==> config.mk <==
export PLATFORM = sky130hd
export DESIGN_NAME = cps_ctrl
export DESIGN_NICKNAME = d
export VERILOG_FILES = /design/src/rtl/counter_priority_task_scheduler_assert.svh /design/src/rtl/cps_pkg.sv /design/src/rtl/cps_ctrl.sv
export SDC_FILE = /design/constraint.sdc
export NUM_CORES = 1
export LEC_CHECK = 0
export BUFFER_PORTS_ARGS = -buffer_cell sky130_fd_sc_hd__buf_2
export CAP_MARGIN = 20
export CORE_AREA = 2 2 242 244
export CTS_CLUSTER_SIZE = 10
export DETAILED_ROUTE_END_ITERATION = 6
export DIE_AREA = 0 0 244 246
export GPL_TIMING_DRIVEN = 0
export MAX_ROUTING_LAYER = met4
export SYNTH_ARGS = -nofsm -noshare
export SYNTH_HDL_FRONTEND = slang
export SYNTH_SLANG_ARGS = --single-unit
==> constraint.sdc <==
create_clock -name clk -period 14.1 [get_ports clk]
set_input_delay 2.82 -clock clk [delete_from_list [all_inputs] [get_ports clk]]
set_output_delay 2.82 -clock clk [all_outputs]
set_load 0.1 [all_outputs]
==> src/rtl/counter_priority_task_scheduler_assert.svh <==
// assertion macros for the counter priority task scheduler
// no dependencies; included by files that carry concurrent checks
`ifndef COUNTER_PRIORITY_TASK_SCHEDULER_ASSERT_SVH
`define COUNTER_PRIORITY_TASK_SCHEDULER_ASSERT_SVH
`ifndef ASSERT_OFF
// same-cycle implication
`define CPS_ASSERT_IMP(label, clk, rst_n, ante, cons, msg) \
  label: assert property (@(posedge clk) disable iff (!rst_n) (ante) |-> (cons)) \
    else $error(msg);
// next-cycle implication
`define CPS_ASSERT_NXT(label, clk, rst_n, ante, cons, msg) \
  label: assert property (@(posedge clk) disable iff (!rst_n) (ante) |=> (cons)) \
    else $error(msg);
`else
`define CPS_ASSERT_IMP(label, clk, rst_n, ante, cons, msg)
`define CPS_ASSERT_NXT(label, clk, rst_n, ante, cons, msg)
`endif
`endif

==> src/rtl/cps_pkg.sv <==
`timescale 1ns / 1ps
// types, codes and constants shared by the task scheduler
// no dependencies
package cps_pkg;

  // field widths
  localparam int unsigned OP_W    = 2;
  localparam int unsigned SLOT_W  = 6;
  localparam int unsigned STATE_W = 3;
  localparam int unsigned CNT_W   = 9;
  localparam int unsigned PRIO_W  = 8;
  localparam int unsigned ALARM_W = 31;
  localparam int unsigned SIG_W   = 32;

  localparam int unsigned NUM_TASKS_DEF = 64;

  // op codes
  localparam logic [OP_W-1:0] OP_WRITE = 2'd0;
  localparam logic [OP_W-1:0] OP_SCHED = 2'd1;
  localparam logic [OP_W-1:0] OP_READ  = 2'd2;

  // run state codes
  localparam logic [STATE_W-1:0] RS_RUNNING       = 3'd0;
  localparam logic [STATE_W-1:0] RS_INTERRUPTIBLE = 3'd1;

  // signal bits: bit n-1 for signal n
  localparam logic [SIG_W-1:0] SIG_KILL_BIT = 32'h0000_0100;
  localparam logic [SIG_W-1:0] SIG_ALRM_BIT = 32'h0000_2000;
  localparam logic [SIG_W-1:0] SIG_STOP_BIT = 32'h0004_0000;
  localparam logic [SIG_W-1:0] BLOCKABLE_MASK = ~(SIG_KILL_BIT | SIG_STOP_BIT);

  typedef struct packed {
    logic [OP_W-1:0]    op;
    logic [SLOT_W-1:0]  slot;
    logic               present;
    logic [STATE_W-1:0] run_state;
    logic [CNT_W-1:0]   counter;
    logic [PRIO_W-1:0]  priority_req;
    logic [ALARM_W-1:0] alarm_time;
    logic [SIG_W-1:0]   signals;
    logic [SIG_W-1:0]   blocked_mask;
    logic [ALARM_W-1:0] now_time;
  } in_item_t;

  typedef struct packed {
    logic [SLOT_W-1:0]  next_task;
    logic               recharged;
    logic               entry_present;
    logic [STATE_W-1:0] entry_state;
    logic [CNT_W-1:0]   entry_counter;
    logic [SIG_W-1:0]   entry_signals;
    logic [ALARM_W-1:0] entry_alarm;
  } out_item_t;

  // one task slot
  typedef struct packed {
    logic               present;
    logic [STATE_W-1:0] run_state;
    logic [CNT_W-1:0]   counter;
    logic [PRIO_W-1:0]  prio;
    logic [ALARM_W-1:0] alarm;
    logic [SIG_W-1:0]   signals;
    logic [SIG_W-1:0]   blocked;
  } task_entry_t;

  // slot write broadcast to all cells
  typedef struct packed {
    logic              en;
    logic [SLOT_W-1:0] slot;
    task_entry_t       entry;
  } wr_bus_t;

  typedef enum logic [1:0] {
    TK_SCAN,
    TK_RECHARGE,
    TK_READ
  } tok_kind_t;

  // token walking down the cell chain
  typedef struct packed {
    logic               valid;
    tok_kind_t          kind;
    logic [ALARM_W-1:0] now_time;
    logic [SLOT_W-1:0]  slot;
    logic               found;
    logic [CNT_W-1:0]   best_cnt;
    logic [SLOT_W-1:0]  best_idx;
    logic               ent_present;
    logic [STATE_W-1:0] ent_state;
    logic [CNT_W-1:0]   ent_counter;
    logic [SIG_W-1:0]   ent_signals;
    logic [ALARM_W-1:0] ent_alarm;
  } tok_t;

  typedef enum logic [1:0] {
    ST_IDLE,
    ST_WAIT,
    ST_DONE
  } ctrl_state_t;

endpackage

==> src/rtl/cps_ctrl.sv <==
`timescale 1ns / 1ps
// op sequencer: launches tokens into the cell chain and holds the result beat
// depends on cps_pkg
module cps_ctrl (
  input  logic               clk,
  input  logic               rst_n,
  input  logic               in_valid,
  output logic               in_ready,
  input  cps_pkg::in_item_t  in_data,
  output logic               out_valid,
  input  logic               out_ready,
  output cps_pkg::out_item_t out_data,
  output cps_pkg::wr_bus_t   wr,
  output cps_pkg::tok_t      seed,
  input  cps_pkg::tok_t      tail
);

  cps_pkg::ctrl_state_t state_r, state_nxt;
  cps_pkg::tok_t        seed_r, seed_nxt;
  cps_pkg::out_item_t   res_r, res_nxt;
  cps_pkg::out_item_t   out_data_r, out_data_nxt;
  logic                 out_valid_r, out_valid_nxt;
  logic                 out_load;

  // next state, token launch and result capture
  always_comb begin
    state_nxt = state_r;
    seed_nxt  = '0;
    res_nxt   = res_r;
    wr        = '0;
    in_ready  = 1'b0;
    out_load  = 1'b0;
    unique case (state_r)
      cps_pkg::ST_IDLE: begin
        in_ready = 1'b1;
        if (in_valid) begin
          case (in_data.op)
            cps_pkg::OP_WRITE: begin
              wr.en              = 1'b1;
              wr.slot            = in_data.slot;
              wr.entry.present   = in_data.present;
              wr.entry.run_state = in_data.run_state;
              wr.entry.counter   = in_data.counter;
              wr.entry.prio      = in_data.priority_req;
              wr.entry.alarm     = in_data.alarm_time;
              wr.entry.signals   = in_data.signals;
              wr.entry.blocked   = in_data.blocked_mask;
              res_nxt            = '0;
              state_nxt          = cps_pkg::ST_DONE;
            end
            cps_pkg::OP_SCHED: begin
              seed_nxt.valid    = 1'b1;
              seed_nxt.kind     = cps_pkg::TK_SCAN;
              seed_nxt.now_time = in_data.now_time;
              state_nxt         = cps_pkg::ST_WAIT;
            end
            cps_pkg::OP_READ: begin
              seed_nxt.valid = 1'b1;
              seed_nxt.kind  = cps_pkg::TK_READ;
              seed_nxt.slot  = in_data.slot;
              state_nxt      = cps_pkg::ST_WAIT;
            end
            default: begin
              res_nxt   = '0;
              state_nxt = cps_pkg::ST_DONE;
            end
          endcase
        end
      end
      cps_pkg::ST_WAIT: begin
        if (tail.valid) begin
          if ((tail.kind == cps_pkg::TK_SCAN) && tail.found && (tail.best_cnt == '0)) begin
            // best runnable counter is zero: recharge and pick again
            seed_nxt.valid = 1'b1;
            seed_nxt.kind  = cps_pkg::TK_RECHARGE;
          end else begin
            res_nxt = '0;
            if (tail.kind == cps_pkg::TK_READ) begin
              res_nxt.entry_present = tail.ent_present;
              res_nxt.entry_state   = tail.ent_state;
              res_nxt.entry_counter = tail.ent_counter;
              res_nxt.entry_signals = tail.ent_signals;
              res_nxt.entry_alarm   = tail.ent_alarm;
            end else begin
              res_nxt.next_task = tail.found ? tail.best_idx : '0;
              res_nxt.recharged = (tail.kind == cps_pkg::TK_RECHARGE);
            end
            state_nxt = cps_pkg::ST_DONE;
          end
        end
      end
      cps_pkg::ST_DONE: begin
        if (!out_valid_r || out_ready) begin
          out_load  = 1'b1;
          state_nxt = cps_pkg::ST_IDLE;
        end
      end
      default: begin
        state_nxt = cps_pkg::ST_IDLE;
      end
    endcase
  end

  // output register
  always_comb begin
    out_valid_nxt = out_valid_r && !out_ready;
    out_data_nxt  = out_data_r;
    if (out_load) begin
      out_valid_nxt = 1'b1;
      out_data_nxt  = res_r;
    end
  end

  always_ff @(posedge clk) begin
    if (!rst_n) begin
      state_r     <= cps_pkg::ST_IDLE;
      seed_r      <= '0;
      out_valid_r <= 1'b0;
    end else begin
      state_r     <= state_nxt;
      seed_r      <= seed_nxt;
      out_valid_r <= out_valid_nxt;
    end
  end

  always_ff @(posedge clk) begin
    res_r      <= res_nxt;
    out_data_r <= out_data_nxt;
  end

  assign seed      = seed_r;
  assign out_valid = out_valid_r;
  assign out_data  = out_data_r;

endmodule

==> flow_summary.json <==
{
  "worstPathArrival_ns": 4.58,
  "status": "finished, final reports clean",
  "muxShareOfSynthArea_pct": 0,
  "synth-seq-cells": 209,
  "hold_class": "reg2reg",
  "synth_flop_cell": "edfxtp_1",
  "synth_adder_area_share_pct": 0.438,
  "rsz0062_at_grt": "false",
  "synth_area_leaders": "edfxtp_1, and2_1, dfxtp_1, buf_4, and3_1",
  "synth-seq-area-share_pct": 68.3,
  "irDropWorstVdd_v": 0.0000852,
  "drt_iter0_markers": 222,
  "post_cts_resize_count": 0,
  "finalWirelength_mm": 43.3,
  "hpwl_mm": 38.2,
  "n_fill_cell": 6182,
  "numCtsBuffers": 26,
  "finalHoldViolations": 0,
  "coreArea_um2": 57400,
  "ant_nets": 0,
  "portBuffers": 501,
  "die_w_um": 244,
  "yosys_warnings": 0,
  "cts.path.max_buffers": 3,
  "synth_top_family_by_area": "simple AND/OR/NAND/NOR gates",
  "synth_common_cells": "and2_1, edfxtp_1, buf_4",
  "dieArea_um2": 60000,
  "final_nets": 1537,
  "globalplace.congestion": 0.893,
  "insertion_delay_ns": 0.55,
  "grtUsageTotal_pct": 14.1,
  "path_clk_slew_ns": 0.05,
  "wl_per_cell_um": 21.2,
  "async_flop_share_pct": 0,
  "max_freq_mhz": 135,
  "finalCriticalPeriod_ns": 7.40,
  "end_kind": "output port",
  "rows": 88,
  "power_density_nw_per_um2": 146,
  "synth_xor_area_share_pct": 0,
  "multi_input_area_um2": 2140,
  "power.leakage_nw": 6.49,
  "vias_per_cell": 3.31,
  "critPathLaunchType": "primary input",
  "grt_pass1_vias": 6617,
  "fin_skew_ns": 0.0166,
  "root_buffer": "clkbuf_16",
  "syn_inst": 610,
  "yosysTopAreaCell": "edfxtp_1",
  "drv_slew": 0,
  "antenna_found_initial": 29,
  "setup_tns_ns": 0,
  "synthMostInstantiatedCell": "and2_1",
  "clock-sinks": 209,
  "grt_pass1_wl_mm": 55.3,
  "synth_area_um2": 8560,
  "seq_area_um2": 5850,
  "path_cells": "buf_2, inv_1, ha_1, and3_1, buf_2, buf_6, buf_6, and2_1, buf_2",
  "slowest_stage": "buf_2",
  "die_h_um": 246,
  "synth-compound-area-share_pct": 0.716,
  "vias": 6754,
  "drive_gt1_share_pct": 52.7,
  "drtPass1Iterations": 4,
  "setup_violations": 0,
  "grt_max_degree": 34,
  "overflow": 0,
  "critPathKind": "in2out",
  "synth_edf_count": 166,
  "hold_buffers": 0,
  "areaGrowthSynthToFinish_pct": 55.7,
  "setup_ws_ns": 6.70,
  "cp_common_cell": "buf_2",
  "synth_top_cell_area_share_pct": 58.2,
  "yosys.area_share.simple_pct": 19.6,
  "start_util_pct": 14.9,
  "cts_setup_buffers": 0,
  "maxCapViolations": 0,
  "drcViolationCount": 0,
  "max_stage_delay_ns": 0.51,
  "ios": 631,
  "tightestPinTransition_ns": 0.949,
  "synth_cell_type_count": 31,
  "slew_headroom_pct": 36.2,
  "cts_tree": "done",
  "cp_max_fo": 10,
  "htree_num_levels": 1,
  "syn-mean-instance-area_um2": 14.0,
  "post-route-period-util_pct": 52.5,
  "crit_required_ns": 11.28,
  "place_ws_ns": 6.65
}
path summary, 6_finish.rpt:
| path | start | end | slack, ns | cells after the start |
|---|---|---|---|---|
| setup / recovery | in_data[153] | wr[88] | 6.70 | 9 |
| hold / removal | res_r[42] | out_data[42] | 0.41 | 0 |
| setup reg to reg | state_r[1] | res_r[81] | 10.74 | 10 |
| hold reg to reg | res_r[42] | out_data[42] | 0.41 | 0 |
layer usage:
metal  wire (um)  global-route usage, %
met5           0                      -
met4         948                   2.62
met3        4390                   5.11
met2       21200                   24.3
met1       16800                   15.7
final cells by class:
cell class,instances,share of cell area (%)
plain buffers,123,6.93
well taps,765,7.18
repair buffers,514,19.7
multi-input cells,366,16.0
diodes,23,0.432
flip-flops and latches,209,43.8
clock inverters,8,0.722
clock buffers,32,5.05
inverters,3,0.0844
power breakdown:
group,leakage [nW],internal (W),switching (W)
Sequential,1.94,0.000738,0.0000139
Combinational,4.18,0.0000963,0.000485
Clock,0.373,0.000369,0.000252
worst max-delay path, delay by kind of cell:
family,cells,cell delay [ns]
buffers and inverters,6,1.29
AND/OR/NAND/NOR,2,0.30
adder cells (fa/ha/maj),1,0.13
registers in the layout (all words and copies together) (netlist names):
signal and count:
out_data 83, res_r 83, seed 40, state_r 2, out_valid 1
through the flow:
step / instance area, um^2 / power (W) / hold slack (ns) / util (%) / cells
2_1_floorplan: 8910 / 0.00123 / 0.400 / - / 701
3_3_place_gp: 12400 / 0.00135 / 0.401 / 21.6 / 1967
3_5_place_dp: 12500 / 0.00135 / 0.405 / 21.8 / 1980
4_1_cts: 13300 / 0.00199 / 0.414 / 23.2 / 2020
5_1_grt: 13300 / 0.00203 / 0.417 / 23.2 / 2038
6_report: 13300 / 0.00195 / 0.414 / 23.3 / 2043
cell families after synthesis:
logic type      after synthesis
compound gates                8
fa+ha+maj                     3
buf+inv                     126
flops                       209
other cells                   1
simple gates                263
placed cells by master, fill, tap and decap left out, types with 2 or more instances in the layout:
cell	Yosys	routed
diode_2	0	23
clkbuf_16	0	26
and3_1	40	40
a21boi_0	2	2
clkbuf_1	12	18
bufinv_16	0	2
buf_6	15	16
conb_1	1	92
dfxtp_1	43	43
buf_4	92	102
nor2_1	3	2
buf_12	0	2
nand2b_1	2	2
and2_1	205	205
nor4_1	3	2
nor2_4	1	2
inv_1	3	3
nor2b_1	2	2
buf_2	3	504
clkinv_1	0	4
edfxtp_1	166	166
ha_1	3	3
Note: power is estimated with default switching activity, not from simulation.
