File: config.mk
export PLATFORM = sky130hd
export DESIGN_NAME = cps_cell
export DESIGN_NICKNAME = d
export VERILOG_FILES = /design/src/rtl/counter_priority_task_scheduler_assert.svh /design/src/rtl/cps_pkg.sv /design/src/rtl/cps_cell.sv
export SDC_FILE = /design/constraint.sdc
export NUM_CORES = 1
export LEC_CHECK = 0
export ABC_CLOCK_PERIOD_IN_PS = 1700
export BUFFER_PORTS_ARGS = -buffer_cell sky130_fd_sc_hd__buf_4
export CELL_PAD_IN_SITES_DETAIL_PLACEMENT = 2
export CELL_PAD_IN_SITES_GLOBAL_PLACEMENT = 2
export CORE_UTILIZATION = 25
export DETAILED_ROUTE_END_ITERATION = 10
export HOLD_SLACK_MARGIN = 0.05
export PLACE_DENSITY_LB_ADDON = 0.1
export SETUP_SLACK_MARGIN = 0.1
export SYNTH_ARGS = -nofsm -noshare
export SYNTH_HDL_FRONTEND = slang
export SYNTH_SLANG_ARGS = --single-unit
File: constraint.sdc
create_clock -name clk -period 1.7 [get_ports clk]
set_input_delay 0.34 -clock clk [delete_from_list [all_inputs] [get_ports clk]]
set_output_delay 0.34 -clock clk [all_outputs]
set_load 0.01 [all_outputs]
File: src/rtl/counter_priority_task_scheduler_assert.svh
// assertion macros for the counter priority task scheduler
// no dependencies; included by files that carry concurrent checks
`ifndef COUNTER_PRIORITY_TASK_SCHEDULER_ASSERT_SVH
`define COUNTER_PRIORITY_TASK_SCHEDULER_ASSERT_SVH
`ifndef ASSERT_OFF
// same-cycle implication
`define CPS_ASSERT_IMP(label, clk, rst_n, ante, cons, msg) \
  label: assert property (@(posedge clk) disable iff (!rst_n) (ante) |-> (cons)) \
    else $error(msg);
// next-cycle implication
`define CPS_ASSERT_NXT(label, clk, rst_n, ante, cons, msg) \
  label: assert property (@(posedge clk) disable iff (!rst_n) (ante) |=> (cons)) \
    else $error(msg);
`else
`define CPS_ASSERT_IMP(label, clk, rst_n, ante, cons, msg)
`define CPS_ASSERT_NXT(label, clk, rst_n, ante, cons, msg)
`endif
`endif

File: src/rtl/cps_pkg.sv
`timescale 1ns / 1ps
// types, codes and constants shared by the task scheduler
// no dependencies
package cps_pkg;

  // field widths
  localparam int unsigned OP_W    = 2;
  localparam int unsigned SLOT_W  = 6;
  localparam int unsigned STATE_W = 3;
  localparam int unsigned CNT_W   = 9;
  localparam int unsigned PRIO_W  = 8;
  localparam int unsigned ALARM_W = 31;
  localparam int unsigned SIG_W   = 32;

  localparam int unsigned NUM_TASKS_DEF = 64;

  // op codes
  localparam logic [OP_W-1:0] OP_WRITE = 2'd0;
  localparam logic [OP_W-1:0] OP_SCHED = 2'd1;
  localparam logic [OP_W-1:0] OP_READ  = 2'd2;

  // run state codes
  localparam logic [STATE_W-1:0] RS_RUNNING       = 3'd0;
  localparam logic [STATE_W-1:0] RS_INTERRUPTIBLE = 3'd1;

  // signal bits: bit n-1 for signal n
  localparam logic [SIG_W-1:0] SIG_KILL_BIT = 32'h0000_0100;
  localparam logic [SIG_W-1:0] SIG_ALRM_BIT = 32'h0000_2000;
  localparam logic [SIG_W-1:0] SIG_STOP_BIT = 32'h0004_0000;
  localparam logic [SIG_W-1:0] BLOCKABLE_MASK = ~(SIG_KILL_BIT | SIG_STOP_BIT);

  typedef struct packed {
    logic [OP_W-1:0]    op;
    logic [SLOT_W-1:0]  slot;
    logic               present;
    logic [STATE_W-1:0] run_state;
    logic [CNT_W-1:0]   counter;
    logic [PRIO_W-1:0]  priority_req;
    logic [ALARM_W-1:0] alarm_time;
    logic [SIG_W-1:0]   signals;
    logic [SIG_W-1:0]   blocked_mask;
    logic [ALARM_W-1:0] now_time;
  } in_item_t;

  typedef struct packed {
    logic [SLOT_W-1:0]  next_task;
    logic               recharged;
    logic               entry_present;
    logic [STATE_W-1:0] entry_state;
    logic [CNT_W-1:0]   entry_counter;
    logic [SIG_W-1:0]   entry_signals;
    logic [ALARM_W-1:0] entry_alarm;
  } out_item_t;

  // one task slot
  typedef struct packed {
    logic               present;
    logic [STATE_W-1:0] run_state;
    logic [CNT_W-1:0]   counter;
    logic [PRIO_W-1:0]  prio;
    logic [ALARM_W-1:0] alarm;
    logic [SIG_W-1:0]   signals;
    logic [SIG_W-1:0]   blocked;
  } task_entry_t;

  // slot write broadcast to all cells
  typedef struct packed {
    logic              en;
    logic [SLOT_W-1:0] slot;
    task_entry_t       entry;
  } wr_bus_t;

  typedef enum logic [1:0] {
    TK_SCAN,
    TK_RECHARGE,
    TK_READ
  } tok_kind_t;

  // token walking down the cell chain
  typedef struct packed {
    logic               valid;
    tok_kind_t          kind;
    logic [ALARM_W-1:0] now_time;
    logic [SLOT_W-1:0]  slot;
    logic               found;
    logic [CNT_W-1:0]   best_cnt;
    logic [SLOT_W-1:0]  best_idx;
    logic               ent_present;
    logic [STATE_W-1:0] ent_state;
    logic [CNT_W-1:0]   ent_counter;
    logic [SIG_W-1:0]   ent_signals;
    logic [ALARM_W-1:0] ent_alarm;
  } tok_t;

  typedef enum logic [1:0] {
    ST_IDLE,
    ST_WAIT,
    ST_DONE
  } ctrl_state_t;

endpackage

File: src/rtl/cps_cell.sv
`timescale 1ns / 1ps
// one task slot cell: holds the slot and updates the passing token
// depends on cps_pkg
module cps_cell #(
  parameter int unsigned IDX = 0
) (
  input  logic             clk,
  input  logic             rst_n,
  input  cps_pkg::wr_bus_t wr,
  input  cps_pkg::tok_t    tok_in,
  output cps_pkg::tok_t    tok_out
);

  localparam bit SCHED_EN    = (IDX != 0);
  localparam bit ADDRESSABLE = (IDX < (1 << cps_pkg::SLOT_W));
  localparam logic [cps_pkg::SLOT_W-1:0] MY_SLOT = cps_pkg::SLOT_W'(IDX);

  cps_pkg::task_entry_t entry_r, entry_nxt;
  cps_pkg::tok_t        tok_r, tok_nxt;

  logic                        alarm_hit;
  logic [cps_pkg::SIG_W-1:0]   sig_upd;
  logic                        wake;
  logic [cps_pkg::CNT_W-1:0]   rech_cnt;
  logic                        cand;
  logic [cps_pkg::CNT_W-1:0]   cand_cnt;

  // per-slot alarm, wake and recharge terms
  always_comb begin
    alarm_hit = (entry_r.alarm != '0) && (entry_r.alarm < tok_in.now_time);
    sig_upd   = entry_r.signals | (alarm_hit ? cps_pkg::SIG_ALRM_BIT : '0);
    wake      = ((sig_upd & ~(cps_pkg::BLOCKABLE_MASK & entry_r.blocked)) != '0) &&
                (entry_r.run_state == cps_pkg::RS_INTERRUPTIBLE);
    rech_cnt  = (entry_r.counter >> 1) + cps_pkg::CNT_W'(entry_r.prio);
  end

  // slot update and token step
  always_comb begin
    entry_nxt = entry_r;
    tok_nxt   = tok_in;
    cand      = 1'b0;
    cand_cnt  = entry_r.counter;
    if (wr.en && ADDRESSABLE && (wr.slot == MY_SLOT)) begin
      entry_nxt = wr.entry;
    end
    if (tok_in.valid) begin
      case (tok_in.kind)
        cps_pkg::TK_SCAN: begin
          if (SCHED_EN && entry_r.present) begin
            if (alarm_hit) begin
              entry_nxt.signals = sig_upd;
              entry_nxt.alarm   = '0;
            end
            if (wake) begin
              entry_nxt.run_state = cps_pkg::RS_RUNNING;
            end
            cand = (entry_nxt.run_state == cps_pkg::RS_RUNNING);
          end
        end
        cps_pkg::TK_RECHARGE: begin
          if (SCHED_EN && entry_r.present) begin
            entry_nxt.counter = rech_cnt;
            cand_cnt          = rech_cnt;
            cand              = (entry_r.run_state == cps_pkg::RS_RUNNING);
          end
        end
        cps_pkg::TK_READ: begin
          if (ADDRESSABLE && (tok_in.slot == MY_SLOT)) begin
            tok_nxt.ent_present = entry_r.present;
            tok_nxt.ent_state   = entry_r.run_state;
            tok_nxt.ent_counter = entry_r.counter;
            tok_nxt.ent_signals = entry_r.signals;
            tok_nxt.ent_alarm   = entry_r.alarm;
          end
        end
        default: begin
        end
      endcase
    end
    // strict compare keeps ties on the higher slot
    if (cand && (!tok_in.found || (cand_cnt > tok_in.best_cnt))) begin
      tok_nxt.found    = 1'b1;
      tok_nxt.best_cnt = cand_cnt;
      tok_nxt.best_idx = MY_SLOT;
    end
  end

  always_ff @(posedge clk) begin
    if (!rst_n) begin
      entry_r <= '0;
      tok_r   <= '0;
    end else begin
      entry_r <= entry_nxt;
      tok_r   <= tok_nxt;
    end
  end

  assign tok_out = tok_r;

endmodule

==> results.toml, run 1 <==
[drt]
vias_per_cell = 4.50
route.detailed.drc = 0
postRouteAntennaNets = 0
drt_iter0_markers = 213
drt_wl_total_um = 29800
drt_pass1_iterations = 4
wl_per_cell_um = 18.4
dr_total_vias = 7304

[placed_design]
dpl_cell_area_um2 = 10800
dp_hpwl_um = 19400
io_buffer_count = 348
gp_congestion = 0.694
dp.cells = 1489

[grt]
grtUsageMet2_pct = 34.0
track_usage_pct = 18.6
grt_use_met1_pct = 21.1
grtUsageMet3_pct = 5.49
grt_pass1_vias = 8022
antenna_found_initial = 1
top_usage_layer = "met2"
grt_pass1_wl_um = 45200
grt_overflow = 0
grt_max_degree = 62

[critical_path]
worstSetupEndpointType = "output port"
start_kind = "flip-flop"
reg2reg_to = "entry_r[61]$_SDFFE_PN0P_"
ff2ff_setup_slack_ns = 0.98
reg2reg_depth = 2
cp.required_ns = 1.36
crit_arrival_ns = 1.01
cp_max_fo = 1
critPathBufInv = 1
path_class = "flip-flop to output port"
r2r_start = "entry_r[61]$_SDFFE_PN0P_"
cp_top_family = "flip-flops"
critPathSlowestCell = "dfxtp_1"
slowest_delay_ns = 0.36
path_cells = "buf_4"

[cells_and_area]
layout-drive-gt1-share_pct = 33.7
fin_nets = 1469
stdcell_area_um2 = 12500
area_growth_pct = 64.7
fin_cells = 1622
fin_util_pct = 42.0

[floorplan]
dieArea_um2 = 31000
pin_count = 389
die_h_um = 176
dieWidth_um = 176
start_util_pct = 25.5
rows = 63
coreArea_um2 = 29700

[synthesis]
syn-cell-area_um2 = 7580
synth_nets = 1055
yosys-top-cells-area = "dfxtp_1 55%, mux2i_1 10%, nand2_1 7.5%"
postSynthCellCount = 798
synth-seq-area-share_pct = 54.9
synth-seq-cells = 208
synthDistinctLibCells = 20
synth_fa_ha_area_share_pct = 0
synth.top_cell.area_share_pct = 54.9
synth_compound_area_share_pct = 12.5
postSynthAreaPerCell_um2 = 9.50
yosys_warnings = 0
synthXorXnorAreaFrac_pct = 0
synth_top_family_by_area = "simple AND/OR/NAND/NOR gates"
synth.largest_area_cell = "dfxtp_1"
yosys.area_share.simple_pct = 18.2
synthMuxAreaShare_pct = 10.0

[sta]
period_share_pct = 79.2
setup_viol = 0
rsz0062_at_grt = "no"
fin_setup_tns_ns = 0
worst_pin_slew_ns = 0.313
fin_crit_ns = 1.35
fmax_mhz = 743
skew_ns = 0.00610
finalHoldViolations = 0
max_slew_margin_pct = 79.1
timing.final.max_slew_violations = 0

[pwr]
p_per_area_nw_per_um2 = 948
p_leak_nw = 5.12
irDropWorstVdd_mv = 0.655

[min_path]
timing.hold.worst.class = "input port to flip-flop"
min_from = "tok_in[7]"
hold_path_depth = 3
worstHoldEndpoint = "tok_out[7]$_SDFF_PN0_"

[clock_tree]
cts.repair.resized = 0
cts_hold_buffers = 85
root_buffer = "clkbuf_16"
clk_pin_slew_worst_paths_ns = 0.06
clock-sinks = 208
cts_buffers = 26
clock_path_buffers = 3
insertion_delay_ns = 0.52
htreeDepth = 1
post_cts_buffers = 0
cts_tree = "yes"

[status]
status = "completed"

[job]
cap_violations = 0
-- metal layers --
layer | vias up | part of all wire (%) | routed length (um)
li1 | 3504 | - | -
met1 | 3515 | 40 | 12000
met2 | 250 | 50 | 14900
met3 | 35 | 7.7 | 2300
met4 | 0 | 2.0 | 606
met5 | - | 0 | 0
-- metrics by stage --
| step | setup WS [ns] | hold slack [ns] | power, W |
|---|---|---|---|
| after CTS | 0.312 | 0.0500 | 0.0120 |
| after global routing | 0.305 | 0.0585 | 0.0123 |
| after detailed placement | -0.142 | 0.454 | 0.00640 |
| after global placement | -0.0617 | 0.447 | 0.00638 |
| final | 0.354 | 0.0715 | 0.0118 |
| after floorplan | 0.140 | 0.435 | 0.00558 |
-- layout make-up --
class	count	area, um2
clock buffers	44	820
multi-input cells	519	3110
repair buffers	457	3890
flip-flops and latches	208	4160
well taps	390	488
fillers	3185	17200
diodes	1	2.50
clock inverters	3	15.0
-- cells by family after synthesis --
family | Yosys count
compound gates | 152
buf+inv | 71
flops | 208
mux | 76
simple gates | 291
-- sequential cells by signal, indices dropped and copies added, names as in the netlist --
| register | flops |
|---|---|
| cand_cnt | 9 |
| entry_r | 67 |
| tok_out | 132 |
-- where the power goes --
group	internal [W]	switching, W	leakage, nW	total [W]
combinational	0.000804	0.000545	3.00	0.00135
clock	0.00325	0.00214	0.413	0.00538
sequential	0.00505	0.0000563	1.71	0.00511
total	0.00910	0.00274	5.12	0.0118
-- cells in the mapped netlist (all sizes together) --
master   count
dfxtp      208
nor3         1
nor4         1
or3          2
nand2      152
buf         25
clkbuf      46
or4b         1
nand3       76
o21ai       76
nor4b        1
and2        56
mux2i       76
nand4bb      1
a21boi      76
-- cells in the final DEF (no fill, tap or decap) --
cell           Yosys  final
buf_4              3    352
dfxtp_1          208    208
nand2_1          152    152
dlygate4sd3_1      0     85
mux2i_1           76     76
nand3_1           76     76
o21ai_0           66     66
and2_1            56     56
a21boi_1          43     43
a21boi_0          33     33
clkbuf_16          0     27
buf_12             0     19
o21ai_1           10     10
clkbuf_1          46      9
clkbuf_8           0      9
clkinv_2           0      3
diode_2            0      1
nand4bb_1          1      1
or3_1              2      1
nor4_4             1      1
nor4b_4            0      1
nor3_2             0      1
or4b_4             1      1
or3_2              0      1
-- worst max-delay path by stage --
stage                             from                endpoint  slack (ns)  cells past startpoint
4_1_cts        tok_out[111]$_SDFF_PN0_            tok_out[111]        0.31                      1
5_1_grt        tok_out[111]$_SDFF_PN0_            tok_out[111]        0.31                      1
3_3_place_gp                tok_in[93]  tok_out[12]$_SDFF_PN0_       -0.06                      6
2_1_floorplan               tok_in[93]   tok_out[0]$_SDFF_PN0_        0.14                      5
6_report       tok_out[111]$_SDFF_PN0_            tok_out[111]        0.35                      1
3_5_place_dp                tok_in[93]  tok_out[10]$_SDFF_PN0_       -0.14                      6
(Power assumes the default switching activity.)
==> inputs of run 2 (changes only) <==
ABC_CLOCK_PERIOD_IN_PS = 1300   (was 1700)
clock period = 1.3 ns   (was 1.7 ns; I/O delays follow)
==> run 2 against run 1 <==
Net effect: sequential share of layout area decreased by 4.4 points; hold slack about the same; critical path depth increased by 6; flip-flop and latch count unchanged; power increased by 39%.
==> results.toml, run 2 (synthesis gave the netlist of run 1 again) <==
[status]
status = "completed"

[critical_path]
ff2ff_setup_slack_ns = 0.53
cp.required_ns = 1.72
slowest_delay_ns = 0.40
path_class = "input port to flip-flop"
cp_max_fo = 8
start_kind = "input port"
worstSetupEndpointType = "flip-flop"
critPathSlowestCell = "or3_4"
path_cells = "buf_6 -> or3_4 -> nor4_4 -> buf_6 -> clkbuf_16 -> clkbuf_16 -> mux2i_1"
crit_arrival_ns = 1.68
reg2reg_depth = 2

[placed_design]
dp_slack_ns = -0.440
dpl_cell_area_um2 = 11100
dp.cells = 1521
io_buffer_count = 348
dp_hpwl_um = 20300
gp_congestion = 0.734

[pwr]
p_leak_nw = 6.09
irDropWorstVdd_mv = 0.894
p_per_area_nw_per_um2 = 1110

[floorplan]
pin_count = 389
dieWidth_um = 176
rows = 63
die_h_um = 176
coreArea_um2 = 29700
start_util_pct = 25.5
dieArea_um2 = 31000

[drt]
drt_wl_total_um = 38500
drt_pass1_iterations = 4
dr_total_vias = 8144
postRouteAntennaNets = 0
drt_iter0_markers = 260
route.detailed.drc = 0
vias_per_cell = 4.57
wl_per_cell_um = 21.6

[sta]
finalHoldViolations = 0
max_slew_margin_pct = 78.9
worst_pin_slew_ns = 0.316
period_share_pct = 97.2
timing.final.max_slew_violations = 0
fmax_mhz = 791
rsz0062_at_grt = "yes"
fin_crit_ns = 1.26
setup_viol = 0
worst_slack_ns = 0.0359
skew_ns = 0.0139

[grt]
grt_overflow = 0
grt_max_degree = 45
track_usage_pct = 23.1
grt_pass1_wl_um = 55000
antenna_found_initial = 1
grt_pass1_vias = 9281

[clock_tree]
htreeDepth = 1
root_buffer = "clkbuf_16"
cts_buffers = 25
clock_path_buffers = 3
clock-sinks = 208
clk_pin_slew_worst_paths_ns = 0.06
insertion_delay_ns = 0.52
cts_tree = "yes"

[job]
cap_violations = 0

[cells_and_area]
layout-drive-gt1-share_pct = 43.0
most-common-layout-cells = "248 x buf_4, 205 x dlygate4sd3_1, 152 x nand2_1, 138 x buf_6, 131 x dfxtp_2"
fin_nets = 1632
stdcell_area_um2 = 14900
fin_cells = 1783
largest_reg_flops = 132
area_growth_pct = 96.9
final_common_cell = "buf_4"
n_fill_cell = 2986

[min_path]
hold_path_depth = 3
timing.hold.worst.class = "input port to flip-flop"
==> run 2: cell count changes in the layout (fill, tap and decap cells not counted), sizes merged <==
cell and delta:
dlygate4sd3 +120, buf +37, inv +1, clkinv -3, clkbuf +4, bufinv +2
==> run 2: routing by layer <==
layer | track usage, % | up-vias | part of all wire (%)
met2 | 45.5 | 250 | 55
met1 | 25.1 | 4020 | 39
met4 | 5.54 | 0 | 2.0
li1 | - | 3831 | -
met5 | 0 | - | 0
met3 | 4.01 | 43 | 4.2
==> run 2: what timing repair did <==
item                                   4_1_cts  5_1_grt
gates cloned                                 0        7
setup buffers                                0        5
hold buffers                               205        0
resized for setup                          234       47
setup endpoints to repair                  132      196
endpoints found under the hold margin      205        0
==> run 2: area by class of cell <==
class	instances	area (um2)	share of cell area (%)
clock buffer	41	786	5.26
timing repair buffer	621	6110	40.9
multi-input combinational	519	3150	21.1
clock inverter	3	68.8	0.461
sequential	208	4330	29.0
antenna	1	2.50	0.0168
tap	390	488	3.27
==> run 2: final timing paths <==
path | end | from
setup reg to reg | cand_cnt[5]$_SDFFE_PN0P_ | cand_cnt[5]$_SDFFE_PN0P_
setup / recovery | tok_out[1]$_SDFF_PN0_ | tok_in[93]
hold reg to reg | tok_out[58]$_SDFF_PN0_ | entry_r[59]$_SDFFE_PN0P_
hold / removal | entry_r[61]$_SDFFE_PN0P_ | wr[61]
==> run 2: report_power, final <==
group	switching [W]	internal (W)
Sequential	0.000132	0.00665
Combinational	0.000910	0.00148
Clock	0.00284	0.00449
==> run 2: critical path, delay by kind of cell <==
family	cells	cell delay, ns
buffers and inverters	4	0.62
AND/OR/NAND/NOR	2	0.55
multiplexers	1	0.24
==> run 2: through the flow <==
step           setup TNS (ns)  hold slack [ns]  utilization [%]  power [W]
2_1_floorplan          -11.49            0.382                -    0.00732
4_1_cts                     0           0.0504             49.1     0.0165
3_3_place_gp           -42.12            0.450             37.2    0.00843
3_5_place_dp           -46.31            0.453             37.2    0.00845
6_report                    0           0.0720             50.2     0.0165
5_1_grt                     0           0.0622             50.2     0.0171
